**src/hw/rtl/bls_pkg.sv**
```systemverilog
package bls_pkg;

  localparam int unsigned Capacity   = 16;
  localparam int unsigned MaxResults = 16;

  localparam int unsigned OpW    = 4;
  localparam int unsigned ValW   = 32;
  localparam int unsigned StatW  = 2;
  localparam int unsigned PosW   = 4;
  localparam int unsigned CountW = 5;

  typedef enum logic [OpW-1:0] {
    OP_CLEAR    = 4'd0,
    OP_INS_HEAD = 4'd1,
    OP_INS_TAIL = 4'd2,
    OP_DEL_HEAD = 4'd3,
    OP_DEL_TAIL = 4'd4,
    OP_SEARCH   = 4'd5,
    OP_SRCH_DEL = 4'd6,
    OP_SORT_UP  = 4'd7,
    OP_SORT_DN  = 4'd8,
    OP_DUMP     = 4'd9
  } op_e;

  typedef enum logic [StatW-1:0] {
    ST_OK    = 2'd0,
    ST_EMPTY = 2'd1,
    ST_FULL  = 2'd2
  } status_e;

  typedef enum logic [3:0] {
    S_IDLE,
    S_SHIFT_RD,
    S_SHIFT_WR,
    S_FIND_RD,
    S_FIND_CMP,
    S_SORT_RD,
    S_SORT_CMP,
    S_SWAP_RDB,
    S_SWAP_WI,
    S_SWAP_WB,
    S_DUMP_RD,
    S_DUMP_OUT,
    S_RESP
  } state_e;

  typedef struct packed {
    logic [StatW-1:0]  status;
    logic [ValW-1:0]   value;
    logic [PosW-1:0]   position;
    logic [CountW-1:0] count;
    logic              last;
  } result_t;

endpackage

```
**src/hw/rtl/bls_if.sv**
```systemverilog
interface bls_cmd_if;
  logic                              valid;
  logic                              ready;
  logic [bls_pkg::OpW-1:0]           opcode;
  logic signed [bls_pkg::ValW-1:0]   operand_value;
  modport source (output valid, opcode, operand_value, input ready);
  modport sink (input valid, opcode, operand_value, output ready);
endinterface

interface bls_res_if;
  logic                              valid;
  logic                              ready;
  logic [bls_pkg::StatW-1:0]         status;
  logic signed [bls_pkg::ValW-1:0]   result_value;
  logic [bls_pkg::PosW-1:0]          position;
  logic [bls_pkg::CountW-1:0]        entry_count;
  logic                              last_result;
  modport source (output valid, status, result_value, position, entry_count, last_result,
                  input ready);
  modport sink (input valid, status, result_value, position, entry_count, last_result,
                output ready);
endinterface

```
**src/hw/rtl/bls_ram.sv**
```systemverilog
module bls_ram #(
  parameter int unsigned Width = 32,
  parameter int unsigned Depth = 16
) (
  input  logic                     clk_i,
  input  logic                     we_i,
  input  logic [$clog2(Depth)-1:0] waddr_i,
  input  logic [Width-1:0]         wdata_i,
  input  logic [$clog2(Depth)-1:0] raddr_i,
  output logic [Width-1:0]         rdata_o
);
  logic [Width-1:0] mem_q [Depth];

  always_ff @(posedge clk_i) begin
    if (we_i) begin
      mem_q[waddr_i] <= wdata_i;
    end
    rdata_o <= mem_q[raddr_i];
  end
endmodule

```
**src/hw/rtl/bounded_list_store_with_sort_core.sv**
```systemverilog
// Ordered list of up to Capacity signed 32-bit words in a single-port-write
// RAM with registered read, driven by a small sequencer; one command at a time,
// ready only when idle. Clear, tail insert/delete and unused opcodes answer
// straight from idle; head insert/delete and search delete shift words one at a
// time; search scans the list word by word; sort is a selection sort; dump emits
// one result per entry and waits on the result side. All list walks go through
// the one RAM read port.
// The result word sits in an output register and is held until taken.
module bounded_list_store_with_sort_core #(
  parameter int unsigned Capacity = bls_pkg::Capacity
) (
  input  logic clk_i,
  input  logic rst_ni,
  bls_cmd_if.sink   cmd,
  bls_res_if.source res
);
  localparam int unsigned AW = $clog2(Capacity);
  localparam int unsigned LW = $clog2(Capacity + 1);

  bls_pkg::state_e state_q, state_d;
  logic [LW-1:0] len_q, len_d;
  logic [LW-1:0] i_q, i_d, j_q, j_d, best_q, best_d;
  logic [bls_pkg::ValW-1:0] val_q, val_d, tmp_q, tmp_d;
  logic [bls_pkg::OpW-1:0] op_q, op_d;
  bls_pkg::result_t out_q, out_d;
  logic out_vld_q, out_vld_d;

  logic          we;
  logic [AW-1:0] waddr, raddr;
  logic [bls_pkg::ValW-1:0] wdata, rdata;

  bls_ram #(.Width(bls_pkg::ValW), .Depth(Capacity)) u_ram (
    .clk_i, .we_i(we), .waddr_i(waddr), .wdata_i(wdata),
    .raddr_i(raddr), .rdata_o(rdata)
  );

  // shared signed comparator: rdata against held word
  logic lt, eq;
  assign lt = $signed(rdata) < $signed(tmp_q);
  assign eq = rdata == val_q;

  function automatic logic [bls_pkg::PosW-1:0] pos4(logic [LW-1:0] x);
    logic [LW+bls_pkg::PosW-1:0] w;
    w = {{bls_pkg::PosW{1'b0}}, x};
    return w[bls_pkg::PosW-1:0];
  endfunction

  function automatic logic [bls_pkg::CountW-1:0] cnt5(logic [LW-1:0] x);
    logic [LW+bls_pkg::CountW-1:0] w;
    w = {{bls_pkg::CountW{1'b0}}, x};
    return w[bls_pkg::CountW-1:0];
  endfunction

  assign cmd.ready        = (state_q == bls_pkg::S_IDLE) && !out_vld_q;
  assign res.valid        = out_vld_q;
  assign res.status       = out_q.status;
  assign res.result_value = out_q.value;
  assign res.position     = out_q.position;
  assign res.entry_count  = out_q.count;
  assign res.last_result  = out_q.last;

  always_ff @(posedge clk_i or negedge rst_ni) begin
    if (!rst_ni) begin
      state_q   <= bls_pkg::S_IDLE;
      len_q     <= '0;
      out_vld_q <= 1'b0;
    end else begin
      state_q   <= state_d;
      len_q     <= len_d;
      out_vld_q <= out_vld_d;
    end
  end

  always_ff @(posedge clk_i) begin
    i_q    <= i_d;
    j_q    <= j_d;
    best_q <= best_d;
    val_q  <= val_d;
    tmp_q  <= tmp_d;
    op_q   <= op_d;
    out_q  <= out_d;
  end

  // emit one result word into the output register
  task automatic emit(input logic [bls_pkg::StatW-1:0] st, input logic [bls_pkg::ValW-1:0] v,
                      input logic [LW-1:0] p, input logic [LW-1:0] n, input logic lst);
    out_d.status   = st;
    out_d.value    = v;
    out_d.position = pos4(p);
    out_d.count    = cnt5(n);
    out_d.last     = lst;
    out_vld_d      = 1'b1;
  endtask

  logic is_desc;
  assign is_desc = op_q == bls_pkg::OP_SORT_DN;

  always_comb begin
    logic better;
    state_d   = state_q;
    len_d     = len_q;
    i_d       = i_q;
    j_d       = j_q;
    best_d    = best_q;
    val_d     = val_q;
    tmp_d     = tmp_q;
    op_d      = op_q;
    out_d     = out_q;
    out_vld_d = out_vld_q && !res.ready;
    we        = 1'b0;
    waddr     = '0;
    wdata     = val_q;
    raddr     = '0;
    better    = is_desc ? (!lt && !(rdata == tmp_q)) : lt;

    unique case (state_q)
      bls_pkg::S_IDLE: begin
        if (cmd.valid && cmd.ready) begin
          op_d  = cmd.opcode;
          val_d = cmd.operand_value;
          unique case (cmd.opcode)
            bls_pkg::OP_CLEAR: begin
              len_d = '0;
              emit(bls_pkg::ST_OK, '0, '0, '0, 1'b1);
            end
            bls_pkg::OP_INS_HEAD, bls_pkg::OP_INS_TAIL: begin
              if (len_q == LW'(Capacity)) begin
                emit(bls_pkg::ST_FULL, '0, '0, len_q, 1'b1);
              end else if (cmd.opcode == bls_pkg::OP_INS_TAIL || len_q == '0) begin
                we    = 1'b1;
                waddr = len_q[AW-1:0];
                wdata = cmd.operand_value;
                len_d = len_q + 1'b1;
                emit(bls_pkg::ST_OK, '0, '0, len_q + 1'b1, 1'b1);
              end else begin
                // walk from the tail moving each word up one place
                i_d     = len_q;
                state_d = bls_pkg::S_SHIFT_RD;
              end
            end
            bls_pkg::OP_DEL_HEAD, bls_pkg::OP_DEL_TAIL: begin
              if (len_q == '0) begin
                emit(bls_pkg::ST_EMPTY, '0, '0, len_q, 1'b1);
              end else if (cmd.opcode == bls_pkg::OP_DEL_TAIL) begin
                len_d = len_q - 1'b1;
                emit(bls_pkg::ST_OK, '0, '0, len_q - 1'b1, 1'b1);
              end else begin
                best_d  = '0;
                i_d     = '0;
                state_d = bls_pkg::S_SHIFT_RD;
              end
            end
            bls_pkg::OP_SEARCH, bls_pkg::OP_SRCH_DEL: begin
              i_d     = '0;
              state_d = bls_pkg::S_FIND_RD;
            end
            bls_pkg::OP_SORT_UP, bls_pkg::OP_SORT_DN: begin
              i_d     = '0;
              state_d = bls_pkg::S_SORT_RD;
            end
            bls_pkg::OP_DUMP: begin
              if (len_q == '0) begin
                emit(bls_pkg::ST_EMPTY, '0, '0, '0, 1'b1);
              end else begin
                i_d     = '0;
                state_d = bls_pkg::S_DUMP_RD;
              end
            end
            default: emit(bls_pkg::ST_OK, '0, '0, len_q, 1'b1);
          endcase
        end
      end

      // head insert moves down from the tail; removal moves up from best_q
      bls_pkg::S_SHIFT_RD: begin
        if (op_q == bls_pkg::OP_INS_HEAD) begin
          if (i_q == '0) begin
            we      = 1'b1;
            waddr   = '0;
            wdata   = val_q;
            len_d   = len_q + 1'b1;
            state_d = bls_pkg::S_RESP;
          end else begin
            raddr   = AW'(i_q - 1'b1);
            state_d = bls_pkg::S_SHIFT_WR;
          end
        end else begin
          if (i_q + 1'b1 >= len_q) begin
            len_d   = len_q - 1'b1;
            state_d = bls_pkg::S_RESP;
          end else begin
            raddr   = AW'(i_q + 1'b1);
            state_d = bls_pkg::S_SHIFT_WR;
          end
        end
      end

      bls_pkg::S_SHIFT_WR: begin
        we    = 1'b1;
        waddr = i_q[AW-1:0];
        wdata = rdata;
        i_d   = (op_q == bls_pkg::OP_INS_HEAD) ? i_q - 1'b1 : i_q + 1'b1;
        state_d = bls_pkg::S_SHIFT_RD;
      end

      bls_pkg::S_FIND_RD: begin
        if (i_q >= len_q) begin
          emit(bls_pkg::ST_EMPTY, '0, '0, len_q, 1'b1);
          state_d = bls_pkg::S_IDLE;
        end else begin
          raddr   = i_q[AW-1:0];
          state_d = bls_pkg::S_FIND_CMP;
        end
      end

      bls_pkg::S_FIND_CMP: begin
        if (eq) begin
          if (op_q == bls_pkg::OP_SEARCH) begin
            emit(bls_pkg::ST_OK, '0, i_q, len_q, 1'b1);
            state_d = bls_pkg::S_IDLE;
          end else begin
            best_d  = i_q;
            state_d = bls_pkg::S_SHIFT_RD;
          end
        end else begin
          i_d     = i_q + 1'b1;
          state_d = bls_pkg::S_FIND_RD;
        end
      end

      // selection sort: tmp_q holds current best word, best_q its index
      bls_pkg::S_SORT_RD: begin
        if (i_q + 1'b1 >= len_q || len_q == '0) begin
          emit(bls_pkg::ST_OK, '0, '0, len_q, 1'b1);
          state_d = bls_pkg::S_IDLE;
        end else begin
          raddr   = i_q[AW-1:0];
          best_d  = i_q;
          j_d     = i_q;
          state_d = bls_pkg::S_SORT_CMP;
        end
      end

      bls_pkg::S_SORT_CMP: begin
        if (j_q == i_q) begin
          tmp_d = rdata;
          val_d = rdata;
        end else if (better) begin
          tmp_d  = rdata;
          best_d = j_q;
        end
        if (j_q + 1'b1 >= len_q) begin
          state_d = bls_pkg::S_SWAP_RDB;
        end else begin
          raddr = AW'(j_q + 1'b1);
          j_d   = j_q + 1'b1;
        end
      end

      // val_q holds word at i, tmp_q the chosen word
      bls_pkg::S_SWAP_RDB: state_d = bls_pkg::S_SWAP_WI;

      bls_pkg::S_SWAP_WI: begin
        we      = 1'b1;
        waddr   = i_q[AW-1:0];
        wdata   = tmp_q;
        state_d = bls_pkg::S_SWAP_WB;
      end

      bls_pkg::S_SWAP_WB: begin
        we      = 1'b1;
        waddr   = best_q[AW-1:0];
        wdata   = (best_q == i_q) ? tmp_q : val_q;
        i_d     = i_q + 1'b1;
        state_d = bls_pkg::S_SORT_RD;
      end

      bls_pkg::S_DUMP_RD: begin
        raddr   = i_q[AW-1:0];
        state_d = bls_pkg::S_DUMP_OUT;
      end

      bls_pkg::S_DUMP_OUT: begin
        if (!out_vld_q || res.ready) begin
          emit(bls_pkg::ST_OK, rdata, i_q, len_q,
               (i_q + 1'b1 == len_q) || (i_q + 1'b1 == LW'(bls_pkg::MaxResults)));
          if ((i_q + 1'b1 == len_q) || (i_q + 1'b1 == LW'(bls_pkg::MaxResults))) begin
            state_d = bls_pkg::S_IDLE;
          end else begin
            i_d     = i_q + 1'b1;
            state_d = bls_pkg::S_DUMP_RD;
          end
        end else begin
          raddr = i_q[AW-1:0];
        end
      end

      bls_pkg::S_RESP: begin
        emit(bls_pkg::ST_OK, '0, (op_q == bls_pkg::OP_SRCH_DEL) ? best_q : '0, len_q, 1'b1);
        state_d = bls_pkg::S_IDLE;
      end

      default: state_d = bls_pkg::S_IDLE;
    endcase
  end

`ifndef SYNTHESIS
  a_len_bound: assert property (@(posedge clk_i) disable iff (!rst_ni)
    len_q <= LW'(Capacity)) else $error("length exceeds capacity");
  a_busy_not_ready: assert property (@(posedge clk_i) disable iff (!rst_ni)
    state_q != bls_pkg::S_IDLE |-> !cmd.ready) else $error("ready while busy");
  a_res_hold: assert property (@(posedge clk_i) disable iff (!rst_ni)
    out_vld_q && !res.ready |=> out_vld_q && $stable(out_q)) else $error("result lost");
  a_len_step: assert property (@(posedge clk_i) disable iff (!rst_ni)
    len_q != $past(len_q) |-> len_q == '0 || len_q == $past(len_q) + 1'b1 ||
    len_q == $past(len_q) - 1'b1) else $error("length jumped");
`endif
endmodule
```
**src/flat_wrapper.sv**
```systemverilog
// flat-port wrapper written by rule: the top's interface ports become plain ports
module bounded_list_store_with_sort_core_flat 
#(
  parameter int unsigned Capacity = bls_pkg::Capacity
)
  (clk_i, rst_ni, cmd_valid, cmd_opcode, cmd_operand_value, cmd_ready, res_valid, res_status, res_result_value, res_position, res_entry_count, res_last_result, res_ready);
  bls_cmd_if cmd_i ();
  bls_res_if res_i ();
  input  logic clk_i;
  input  logic rst_ni;
  input wire logic [$bits(cmd_i.valid)-1:0] cmd_valid;
  input wire logic [$bits(cmd_i.opcode)-1:0] cmd_opcode;
  input wire logic [$bits(cmd_i.operand_value)-1:0] cmd_operand_value;
  output wire logic [$bits(cmd_i.ready)-1:0] cmd_ready;
  output wire logic [$bits(res_i.valid)-1:0] res_valid;
  output wire logic [$bits(res_i.status)-1:0] res_status;
  output wire logic [$bits(res_i.result_value)-1:0] res_result_value;
  output wire logic [$bits(res_i.position)-1:0] res_position;
  output wire logic [$bits(res_i.entry_count)-1:0] res_entry_count;
  output wire logic [$bits(res_i.last_result)-1:0] res_last_result;
  input wire logic [$bits(res_i.ready)-1:0] res_ready;
  assign cmd_i.valid = cmd_valid;
  assign cmd_i.opcode = cmd_opcode;
  assign cmd_i.operand_value = cmd_operand_value;
  assign cmd_ready = cmd_i.ready;
  assign res_valid = res_i.valid;
  assign res_status = res_i.status;
  assign res_result_value = res_i.result_value;
  assign res_position = res_i.position;
  assign res_entry_count = res_i.entry_count;
  assign res_last_result = res_i.last_result;
  assign res_i.ready = res_ready;
  bounded_list_store_with_sort_core #(.Capacity(Capacity)) u_core (.clk_i(clk_i), .rst_ni(rst_ni), .cmd(cmd_i), .res(res_i));
endmodule
```
**config.mk**
```make
export PLATFORM = sky130hd
export DESIGN_NAME = bounded_list_store_with_sort_core_flat
export DESIGN_NICKNAME = d
export VERILOG_FILES = /design/src/hw/rtl/bls_pkg.sv /design/src/hw/rtl/bls_if.sv /design/src/hw/rtl/bls_ram.sv /design/src/hw/rtl/bounded_list_store_with_sort_core.sv /design/src/flat_wrapper.sv
export SDC_FILE = /design/constraint.sdc
export NUM_CORES = 1
export LEC_CHECK = 0
export BUFFER_PORTS_ARGS = -buffer_cell sky130_fd_sc_hd__buf_4
export CAP_MARGIN = 30
export CORE_MARGIN = 10
export CORE_UTILIZATION = 25
export DETAILED_ROUTE_END_ITERATION = 10
export PLACE_DENSITY = 0.45
export RECOVER_POWER = 50
export SETUP_SLACK_MARGIN = 0.15
export SLEW_MARGIN = 20
export SYNTH_ARGS = -nofsm -noshare
export SYNTH_HDL_FRONTEND = slang
export SYNTH_HIERARCHICAL = 1
export SYNTH_SLANG_ARGS = --single-unit
```
**constraint.sdc**
```tcl
create_clock -name clk_i -period 6.7 [get_ports clk_i]
set_clock_uncertainty 0.2 [all_clocks]
set_input_delay 0.335 -clock clk_i [delete_from_list [all_inputs] [get_ports clk_i]]
set_output_delay 0.335 -clock clk_i [all_outputs]
set_load 0.005 [all_outputs]
```
==> flow_metrics.py <==
metrics = {
    "floorplanning": {
        "die_h_um": 363,
        "floorplan.initialDensity_pct": 25.2,
        "fp.coreArea_mm2": 0.116,
        "floorplan.die.width_um": 363,
        "design.die.area_mm2": 0.132,
        "placement_rows": 125,
        "io_pins": 86,
    },
    "routing": {
        "top_layer_used": "met4",
        "drt_iter0_drc": 1833,
        "routed-wl-met3_um": 6360,
        "routed_wirelength_um": 89800,
        "antenna_violating_nets_post_route": 0,
        "routed_via_density": 4.86,
        "routed_wire_length_per_instance_um": 24.6,
        "met2_wire_length_um": 39600,
        "wirelength_met1_um": 42200,
        "drc": 0,
        "first_pass_detailed_route_iteration_total": 8,
        "dr_total_vias": 17700,
    },
    "critical_path": {
        "crit_path_top_delay_cell": "sky130_fd_sc_hd__clkbuf_1",
        "critPathRequiredTime_ns": 6.74,
        "critical_path.startpoint_type": "flip-flop",
        "cp_cell_sequence": "nand2b_1, nor2_4, clkbuf_1, nor2_1, a21oi_4, clkbuf_2",
        "critPathArrivalTime_ns": 5.74,
        "timing.critical_path.buf_inv": 2,
        "timing.critical_path.max_delay_family": "buffers and inverters",
        "slowest_delay_ns": 2.25,
        "crit_path_max_fanout": 47,
        "worstSetupPathType": "reg -> reg",
        "end_kind": "flip-flop",
    },
    "grt": {
        "first_global_vias": 18100,
        "gr-usage-all-layers_pct": 13.5,
        "grt_overflow": 0,
        "pin_count_of_the_biggest_net_entering_global_routing": 85,
        "antenna_found_initial": 2,
        "grt_first_pass_wirelength_um": 131000,
    },
    "timing": {
        "totalNegativeSetupSlack_ns": 0,
        "hold_viol_final": 0,
        "rsz0062_at_grt": "false",
        "setup_violations": 0,
        "finalCriticalPeriod_ns": 5.69,
        "fmax_mhz": 176,
        "worst_slew_margin_rel_pct": -113,
        "timing_worst_slew_pin_value_ns": 3.20,
        "layout_setup_ws_ns": 1.01,
        "max_slew_vio_count": 142,
        "final_min_period_over_clock_period_pct": 85.0,
    },
    "power": {
        "power_leakage_uw": 0.0116,
        "power_density_mw_per_mm2": 465,
        "comb_power_share_pct": 33.7,
        "cell_internal_pwr_uw": 10400,
        "netSwitchingPower_uw": 5820,
        "clkPwrFrac_pct": 25.3,
        "power_frac_seq_pct": 41.0,
        "peakVddDrop_mv": 0.297,
        "power_uw": 16200,
        "switching_share_pct": 35.9,
    },
    "synthesis": {
        "ys.flop_type": "sky130_fd_sc_hd__edfxtp_1",
        "yosysWarningCount": 6,
        "synth_seq_area_share_pct": 68.4,
        "mappedNetlistArea_mm2": 0.0294,
        "ys_ff_latch": 681,
        "postSynthCellCount": 1910,
        "yosysUniqueCellTypes": 73,
        "synthesis.nets": 2004,
        "async_flop_share_pct": 1.47,
        "number_of_enable_type_register_cells_in_the_synthesized_netlist": 639,
        "avgSynthCellArea_um2": 15.4,
    },
    "finish": {
        "drive_gt1_share_pct": 18.1,
        "final_nets": 2154,
        "layout.cells.most_common": "sky130_fd_sc_hd__edfxtp_1",
        "most-common-layout-cells": "sky130_fd_sc_hd__edfxtp_1 (639), sky130_fd_sc_hd__nand2_1 (311), sky130_fd_sc_hd__mux4_2 (128)",
        "area_growth_pct": 18.5,
    },
    "clocking": {
        "clock-root-buffer": "sky130_fd_sc_hd__clkbuf_16",
        "post_cts.resized_instances": 0,
        "clk_path_buf_depth": 3,
        "clkSlewWorstSetupHoldPaths_ns": 0.06,
        "worstSkewPairLatency_ns": 0.64,
        "cts_buf_count": 76,
        "cts_setup_buffers": 0,
        "clock_sink_count": 681,
        "clock_tree_from_tritoncts": "yes",
        "ctsHoldBuffers": 38,
        "cts-htree-levels": 3,
    },
    "run_status": {
        "violations": "capacitance limit, slew limit",
        "outcome": "finished with violations",
    },
    "hold_path": {
        "timing.hold.worst.class": "in -> reg",
    },
    "placement": {
        "place_worst_setup_slack_ns": 1.51,
        "placement.io_buffers": 85,
        "dpl.hpwl_um": 55500,
        "gp_routability_congestion": 0.870,
    },
    "flow_run": {
        "max_cap_check_violation_count": 5,
    },
}
[per-stage QoR]
step / util (%) / std cells / hold slack, ns / cell area, um^2
finish: 29.9 / 3648 / 0.122 / 34800
global route: 29.9 / 3647 / 0.109 / 34800
CTS: 30.1 / 3645 / 0.0623 / 35000
detailed placement: 27.7 / 3466 / -0.0103 / 32200
global placement: 27.6 / 3460 / -0.0140 / 32100
floorplan: - / 1910 / -0.161 / 29400
[power groups by stage]
stage	Clock, uW	Combinational, uW	Sequential, uW
finish	4090	5460	6640
global route	4390	5960	6710
CTS	4190	5580	6650
detailed placement	0	5540	6730
global placement	0	5470	6720
floorplan	0	3590	6410
[flip-flops by register name (all words and copies together) (netlist names)]
signal,flops
u_core/u_ram/mem_q,512
u_core/res.result_value,32
u_core/tmp_q,32
u_core/u_ram/rdata_o,32
u_core/val_q,32
u_core/best_q,5
u_core/i_q,5
u_core/j_q,5
u_core/len_q,5
u_core/res.entry_count,5
u_core/op_q,4
u_core/res.position,4
u_core/state_q,4
u_core/res.status,2
u_core/res.last_result,1
u_core/res.valid,1
[worst paths after layout]
| check | start | to | slack, ns | depth (start not counted) |
|---|---|---|---|---|
| hold / removal | res_ready | u_core/state_q[1] | 0.12 | 4 |
| min in group asynchronous | rst_ni | u_core/len_q[0] | 0.64 | 3 |
| hold reg to reg | u_core/u_ram/rdata_o[0] | u_core/tmp_q[0] | 0.31 | 0 |
| setup / recovery | u_core/state_q[1] | u_core/val_q[9] | 1.01 | 6 |
| max in group asynchronous | rst_ni | u_core/state_q[1] | 5.26 | 3 |
| setup reg to reg | u_core/state_q[1] | u_core/val_q[9] | 1.01 | 6 |
[per-layer routing]
layer	track usage [%]	up-vias
met5	0	-
li1	-	7762
met2	20.3	669
met3	2.86	109
met1	19.5	9181
met4	3.31	0
[layout make-up]
type                    instances  area, um^2
diodes                          1        2.50
clock buffers                  95        2050
clock inverters                46         408
fillers                     11700       81600
inverters                      52         195
multi-input cells            1074        8800
flip-flops and latches        681       20100
well taps                    1524        1910
repair buffers                175        1370
[Yosys cell counts (3+ instances only)]
master,instances,area (um^2)
sky130_fd_sc_hd__nand3_1,20,100
sky130_fd_sc_hd__or3_1,4,25.0
sky130_fd_sc_hd__nand4_1,10,62.6
sky130_fd_sc_hd__and2_1,35,219
sky130_fd_sc_hd__o22ai_1,8,50.1
sky130_fd_sc_hd__o211ai_1,7,52.6
sky130_fd_sc_hd__xnor2_1,14,123
sky130_fd_sc_hd__a211o_1,3,26.3
sky130_fd_sc_hd__o221ai_1,5,43.8
sky130_fd_sc_hd__or2_2,6,37.5
sky130_fd_sc_hd__inv_1,51,191
sky130_fd_sc_hd__nor2b_1,8,50.1
sky130_fd_sc_hd__buf_1,18,67.6
sky130_fd_sc_hd__dfrtp_1,10,250
sky130_fd_sc_hd__a221oi_1,6,52.6
sky130_fd_sc_hd__and3_1,3,18.8
sky130_fd_sc_hd__a22o_1,10,87.6
sky130_fd_sc_hd__buf_6,3,33.8
sky130_fd_sc_hd__xor2_1,41,359
sky130_fd_sc_hd__nor4_1,14,87.6
sky130_fd_sc_hd__a221o_1,4,40.0
sky130_fd_sc_hd__a211oi_1,9,67.6
sky130_fd_sc_hd__buf_4,11,82.6
sky130_fd_sc_hd__a21oi_1,47,235
sky130_fd_sc_hd__mux4_2,128,2880
sky130_fd_sc_hd__a21o_1,11,82.6
sky130_fd_sc_hd__nand2_1,311,1170
sky130_fd_sc_hd__edfxtp_1,639,19200
sky130_fd_sc_hd__nand2b_1,16,100
sky130_fd_sc_hd__a22oi_1,68,510
sky130_fd_sc_hd__a31oi_1,4,25.0
sky130_fd_sc_hd__clkbuf_1,55,206
sky130_fd_sc_hd__ha_1,54,676
sky130_fd_sc_hd__buf_2,16,80.1
sky130_fd_sc_hd__dfxtp_1,32,641
sky130_fd_sc_hd__nor2_1,62,233
sky130_fd_sc_hd__a222oi_1,31,310
sky130_fd_sc_hd__nor4b_1,3,26.3
sky130_fd_sc_hd__nor3_1,22,110
sky130_fd_sc_hd__o21ai_0,68,340
sky130_fd_sc_hd__or3b_2,3,26.3
[kinds of logic after synthesis]
group / share of synthesized area [%]
DFF: 68.4
and+or+nand+nor: 8.16
AOI/OAI and AO/OA: 7.33
buffers and inverters: 2.27
muxes: 9.92
xor gates and xnor gates: 1.64
adders and majority gates: 2.30
[tightest hold or removal path: stages]
cell                       delay [ns]
sky130_fd_sc_hd__buf_4           0.08
sky130_fd_sc_hd__nor2b_1         0.12
sky130_fd_sc_hd__nand2_1         0.22
sky130_fd_sc_hd__o211ai_1        0.13
(Power assumes the default switching activity.)
